$ cat config.mk
export PLATFORM = sky130hd
export DESIGN_NAME = tvb_ctrl
export DESIGN_NICKNAME = d
export VERILOG_FILES = /design/src/rtl/tvb_pkg.sv /design/src/rtl/tvb_ctrl.sv
export SDC_FILE = /design/constraint.sdc
export NUM_CORES = 1
export LEC_CHECK = 0
export ABC_AREA = 1
export BUFFER_PORTS_ARGS = -buffer_cell sky130_fd_sc_hd__buf_2
export CORE_AREA = 10 10 51 53
export CTS_CLUSTER_SIZE = 16
export DETAILED_ROUTE_END_ITERATION = 12
export DIE_AREA = 0 0 61 63
export PLACE_DENSITY_LB_ADDON = 0.1
export SYNTH_ARGS = -nofsm -noshare
export SYNTH_HDL_FRONTEND = slang
export SYNTH_SLANG_ARGS = --single-unit
$ cat constraint.sdc
create_clock -name i_clk -period 1.2 [get_ports i_clk]
set_input_delay 0.12 -clock i_clk [delete_from_list [all_inputs] [get_ports i_clk]]
set_output_delay 0.12 -clock i_clk [all_outputs]
set_load 0.01 [all_outputs]
$ cat src/rtl/tvb_pkg.sv
// package for the trade volume bucket flow ratio block
// types, codes and constants shared by the controller, datapath and top level
// no dependencies
package tvb_pkg;

    // reset value of both bucket thresholds, notional in q48.16
    localparam logic [63:0] THR_RESET  = 64'd6553600000;

    // q16.16 ratio codes
    localparam logic [31:0] RATIO_MAX  = 32'hFFFF_FFFF;
    localparam logic [31:0] RATIO_1000 = 32'h03E8_0000;
    localparam logic [31:0] RATIO_ONE  = 32'h0001_0000;

    // configuration register indexes
    localparam logic REG_BUY_THR  = 1'b0;
    localparam logic REG_SELL_THR = 1'b1;

    // divider: one quotient bit per step
    localparam int          DIV_STEPS = 32;
    localparam int          CNT_W     = $clog2(DIV_STEPS);
    localparam logic [CNT_W-1:0] CNT_LAST = CNT_W'(DIV_STEPS - 1);

    typedef enum logic [6:0] {
        S_IDLE = 7'b0000001,
        S_MUL  = 7'b0000010,
        S_ACC  = 7'b0000100,
        S_CMP  = 7'b0001000,
        S_INIT = 7'b0010000,
        S_DIV  = 7'b0100000,
        S_OUT  = 7'b1000000
    } t_state;

    typedef struct packed {
        logic load;
        logic mul;
        logic acc;
        logic cmp;
        logic init;
        logic step;
        logic out_load;
    } t_cmd;

    typedef struct packed {
        logic close;
        logic trivial;
        logic out_free;
    } t_sts;

    function automatic logic [63:0] sat_add(input logic [63:0] a, input logic [63:0] b);
        logic [64:0] s;
        s = {1'b0, a} + {1'b0, b};
        return s[64] ? 64'hFFFF_FFFF_FFFF_FFFF : s[63:0];
    endfunction

endpackage

$ cat src/rtl/tvb_ctrl.sv
// controller state machine for the trade volume bucket flow ratio block
// sequences multiply, accumulate, compare, divide and result hand-off
// depends on tvb_pkg
module tvb_ctrl import tvb_pkg::*; (
    input  logic i_clk,
    input  logic i_rst_n,
    input  logic i_in_valid,
    input  t_sts i_sts,
    output t_cmd o_cmd,
    output logic o_in_ready
);

    t_state           r_state, n_state;
    logic [CNT_W-1:0] r_cnt, n_cnt;

    always_ff @(posedge i_clk) begin
        if (!i_rst_n) begin
            r_state <= S_IDLE;
            r_cnt   <= '0;
        end else begin
            r_state <= n_state;
            r_cnt   <= n_cnt;
        end
    end

    always_comb begin
        n_state    = r_state;
        n_cnt      = r_cnt;
        o_cmd      = '0;
        o_in_ready = 1'b0;
        unique case (r_state)
            S_IDLE: begin
                o_in_ready = 1'b1;
                if (i_in_valid) begin
                    o_cmd.load = 1'b1;
                    n_state    = S_MUL;
                end
            end
            S_MUL: begin
                o_cmd.mul = 1'b1;
                n_state   = S_ACC;
            end
            S_ACC: begin
                o_cmd.acc = 1'b1;
                n_state   = S_CMP;
            end
            S_CMP: begin
                o_cmd.cmp = 1'b1;
                n_state   = i_sts.close ? S_INIT : S_IDLE;
            end
            S_INIT: begin
                o_cmd.init = 1'b1;
                n_cnt      = '0;
                n_state    = i_sts.trivial ? S_OUT : S_DIV;
            end
            S_DIV: begin
                o_cmd.step = 1'b1;
                n_cnt      = r_cnt + 1'b1;
                if (r_cnt == CNT_LAST) begin
                    n_state = S_OUT;
                end
            end
            S_OUT: begin
                if (i_sts.out_free) begin
                    o_cmd.out_load = 1'b1;
                    n_state        = S_IDLE;
                end
            end
            default: begin
                n_state = S_IDLE;
            end
        endcase
    end

    a_accept_starts: assert property (@(posedge i_clk) disable iff (!i_rst_n)
        (r_state == S_IDLE && i_in_valid) |=> (r_state == S_MUL))
        else $error("accepted trade did not start the multiply");

    a_load_when_free: assert property (@(posedge i_clk) disable iff (!i_rst_n)
        o_cmd.out_load |-> i_sts.out_free)
        else $error("result loaded over a pending result");

    a_div_length: assert property (@(posedge i_clk) disable iff (!i_rst_n)
        (r_state == S_DIV && r_cnt == CNT_LAST) |=> (r_state == S_OUT))
        else $error("divider did not finish after its last step");

endmodule

; ---- Word-level counts from Yosys, hierarchy flattened
; Cells that the tools add are included.
[totals]
output_inout_bits = 8
in_bits = 6
regBits = 12
[classes]
reduce_logical = 2
muxes = 17
n_eq_ne = 11
n_addsub = 1
[ops]
columns = cell, count
row1 = 7-bit one-hot mux with 7 select lines, 1
row2 = 7-bit 2-to-1 mux, 4
row3 = 1-bit 2-to-1 mux, 10
row4 = 5-bit one-hot mux with 2 select lines, 1
row5 = "7-bit by 1-bit equality test with 1-bit output, second input constant", 1
row6 = "7-bit by 2-bit equality test with 1-bit output, second input constant", 1
row7 = "7-bit by 3-bit equality test with 1-bit output, second input constant", 1
row8 = "7-bit by 4-bit equality test with 1-bit output, second input constant", 1
row9 = "7-bit by 5-bit equality test with 1-bit output, second input constant", 1
row10 = "7-bit by 6-bit equality test with 1-bit output, second input constant", 1
row11 = "7-bit equality test, second input constant", 1
row12 = "2-bit != test, second input constant", 3
row13 = "5-bit by 1-bit adder with 5-bit output, second input constant", 1
row14 = "5-bit equality test, second input constant", 1
row15 = 5-bit 2-to-1 mux, 1
row16 = 3-bit AND reduction, 1
row17 = 2-bit nonzero test, 1

; ---- Logic depth before layout (Yosys ltp)
[depth]
ltp_word = 3
depth_mapped = 10

; ---- Worst setup path before layout
; Ideal clock, no wire load.
[synth_timing]
path_type = reg2reg
from = register r_cnt[0]
to = register r_state[6]
t_required_ns = 1.082
setup_ns = 0.118
path_slack_ns = -0.061
path_stages_with_launch = 10
n_path_buf = 0
arrival_ns = 1.143
synth_period_minus_slack_ns = 1.261
path_cell_list = dfxtp_1 ha_1 inv_1 nor3_1 ha_1 inv_1 nand2_4 nand2_2 nor2_2 a21oi_2
[synth_between]
elab_chain_cells = 3
[synth_rtl]
columns = element, line
row1 = "start, declared", tvb_ctrl.sv:14  ; logic [CNT_W-1:0] r_cnt, n_cnt;
row2 = "start signal, assigned", tvb_ctrl.sv:22  ; r_cnt <= n_cnt;
row3 = 5-bit equality test, tvb_ctrl.sv:59  ; if (r_cnt == CNT_LAST) begin
row4 = 2-bit != test (no line), --
row5 = 3-bit AND reduction (no line), --
row6 = "end signal, assigned", tvb_ctrl.sv:21  ; r_state <= n_state;
row7 = "end, declared", tvb_ctrl.sv:13  ; t_state r_state, n_state;
; Every way passes these cells.
; A chain may end at the register's enable or synchronous reset.

==> qor.csv <==
metric,value,unit
p_clk_frac,0.306,
max_freq,706,MHz
synth_cell_types,20,
antenna_cells,0,
yosysMostFrequentCell,nand2_1,
cp_cell_sequence,nor2_4 > nand3_2 > nor2_4 > inv_2 > nor2_1 > buf_2,
drcViolationCount,0,
clock_sinks,12,
clock_latency,280,ps
clockRootBuffer,clkbuf_4,
r2r_setup_slack,-140,ps
seq_power_share,0.405,
cpMaxStageDelayCell,dfxtp_4,
post_drt_wl_per_cell,12.4,µm
synth_area_leaders,"dfxtp_1, nand2_1, inv_1",
hp-class,in2reg,
max_stage_delay,360,ps
num-fill-cells,148,
cts_tree,done,
synth_flop_cell,dfxtp_1,
setup-violations-final,17,
post-dp-hpwl,1280,µm
cap_violations,0,
crit_path_start,r_state[2],
gp_congestion,0.738,
worst-path-buf-inv,2,
power.density,965,nW/µm²
switching_share,0.304,
seq_area,255,µm²
synthTopCellsByCount,"nand2_1, inv_1, dfxtp_1, nor2_1, a21oi_1",
slew_headroom,0.786,
critPathMostFrequentCell,nor2_4,
r2r_start,r_state[2],
crit_cells,6,
antenna_found_initial,0,
period_minus_slack,1420,ps
grt_max_degree,9,
final_area,1110,µm²
ys_seq_area_frac,0.340,
path_max_fanout,4,
cp_top_family,simple AND/OR/NAND/NOR gates,
p_leak,0.519,nW
netSwitchingPower,325,µW
status,finished with violations,
period_share,1.18,
num_vias,740,
synthArstFlopShare,0,
cp-start-kind,flip-flop,
cts_htree_levels,1,
num_rows,15,
hold_buffers,0,
wl,1870,µm
ant_nets,0,
clock_path_buffers,2,
combPwrFrac,0.289,
cp-end-kind,output pin,
grt_pass1_vias,756,
synth_top_area_share,0.340,
rsz0062_at_grt,yes,
die_y,63,µm
ys_warn_count,0,
drt_iter0_markers,7,
fin_nets,143,
violations,negative setup slack,
synth_edf_count,0,
p_int,743,µW
die_area,3840,µm²
syn_avg_cell_area,7.36,µm²
io_buffers,13,
finClkSkew,2.52,ps
tns,-2350,ps
hold_viol,0,
multi_input_area,470,µm²
syn_to_final_growth,56.5,%
drv_slew,0,
start_util,0.428,
synth_area,707,µm²
crit_type,reg2out,
r2r_end,r_state[3],
path_clk_slew,80,ps
synthCells,96,
drt-vias-per-instance,4.90,
placed_area,868,µm²
highest_layer,met4,
worstHoldPathCells,3,
layout-drive-gt1-share,0.597,
grt_use_total,0.101,
ys_ff_latch,12,
dr_wl_met2,1070,µm
ir_drop,657,µV
setup.worst_path.end,o_cmd[6],
ff2ff_path_depth,9,
crit_arrival,1300,ps
die_w,61,µm
overflow,0,
wl_met1,667,µm
worst-slew-pin-transition,320,ps
core,1650,µm²
yosysTopAreaCell,dfxtp_1,
io_pins,14,
worst_slack,-216,ps
grt_pass1_wl,3060,µm
cts_buffers,3,
syn_nets,104,
critPathRequiredTime,1080,ps
dr.pass1.iters,4,
wl_met3,85,µm
metrics by stage:
step                      cells  setup slack, ps  hold slack, ps   util  power, mW
after global routing        151             -281            85.7  0.670       1.12
after detailed placement    133            -62.4             383  0.526      0.652
after CTS                   149             -219            83.1  0.639       1.05
after floorplan              96            -18.5             251      -      0.598
after global placement      133            -29.3             389  0.526      0.648
final                       151             -216            77.1  0.670       1.07
power by group through the flow:
stage | Clock (mW) | Sequential [mW] | Combinational (mW)
after detailed placement | 0 | 0.442 | 0.210
after CTS | 0.340 | 0.433 | 0.276
after floorplan | 0 | 0.439 | 0.159
final | 0.327 | 0.432 | 0.309
after global placement | 0 | 0.441 | 0.207
after global routing | 0.355 | 0.436 | 0.335
how the worst min path moves through the flow:
stage,start,to,slack [ps]
2_1_floorplan,i_rst_n,r_cnt[0],250
3_3_place_gp,i_sts[2],r_state[4],390
3_5_place_dp,i_sts[2],r_state[4],380
4_1_cts,i_sts[2],r_state[4],80
5_1_grt,i_sts[2],r_state[4],90
6_report,i_sts[2],r_state[4],80
registers in the layout, indices dropped and copies added (netlist names):
name     count
r_cnt        5
r_state      7
worst register-to-register path: cells and delay by family (launching register included):
kind          cells  cell delay [ps]
buf+inv           6              650
flops             1              370
simple gates      3              240
placed cells by master, fill, tap and decap left out:
| master | count |
|---|---|
| a21oi_1 | 6 |
| a21oi_2 | 2 |
| buf_2 | 9 |
| buf_4 | 17 |
| buf_6 | 8 |
| clkbuf_4 | 3 |
| clkbuf_8 | 1 |
| dfxtp_1 | 4 |
| dfxtp_2 | 6 |
| dfxtp_4 | 2 |
| ha_2 | 1 |
| ha_4 | 1 |
| inv_1 | 12 |
| inv_2 | 4 |
| nand2_1 | 15 |
| nand2_2 | 5 |
| nand2_4 | 3 |
| nand3_1 | 2 |
| nand3_2 | 2 |
| nand4_1 | 1 |
| nor2_1 | 8 |
| nor2_2 | 5 |
| nor2_4 | 7 |
| nor2_8 | 1 |
| nor3_1 | 1 |
| nor3_2 | 3 |
| nor4_1 | 1 |
| o21ai_0 | 2 |
| o21ai_1 | 1 |
| xor2_1 | 1 |
kinds of logic after synthesis:
logic type      share of synthesized area
compound gates                     0.0832
xor+xnor                           0.0124
fa+ha+maj                          0.0354
buf+inv                            0.0850
flops                               0.340
simple gates                        0.444
timing repair:
| item | in CTS | in global routing |
|---|---|---|
| endpoints found under the setup margin | 14 | 17 |
| buffers inserted | 12 | 2 |
| resized for setup | 17 | 13 |
| pin swaps | 14 | 8 |
| endpoints found under the hold margin | 0 | 0 |
area by class of cell:
type	count	share of cell area
Sequential cell	12	0.231
Multi-Input combinational cell	68	0.425
Timing Repair Buffer	34	0.238
Inverter	16	0.0543
Clock buffer	4	0.0328
Tap cell	17	0.0192
metal layers:
layer	track usage	up-vias
met2	0.182	13
met5	0	-
met4	0.0549	0
li1	-	380
met1	0.0935	340
met3	0.0305	7
Note: power is estimated with default switching activity, not from simulation.
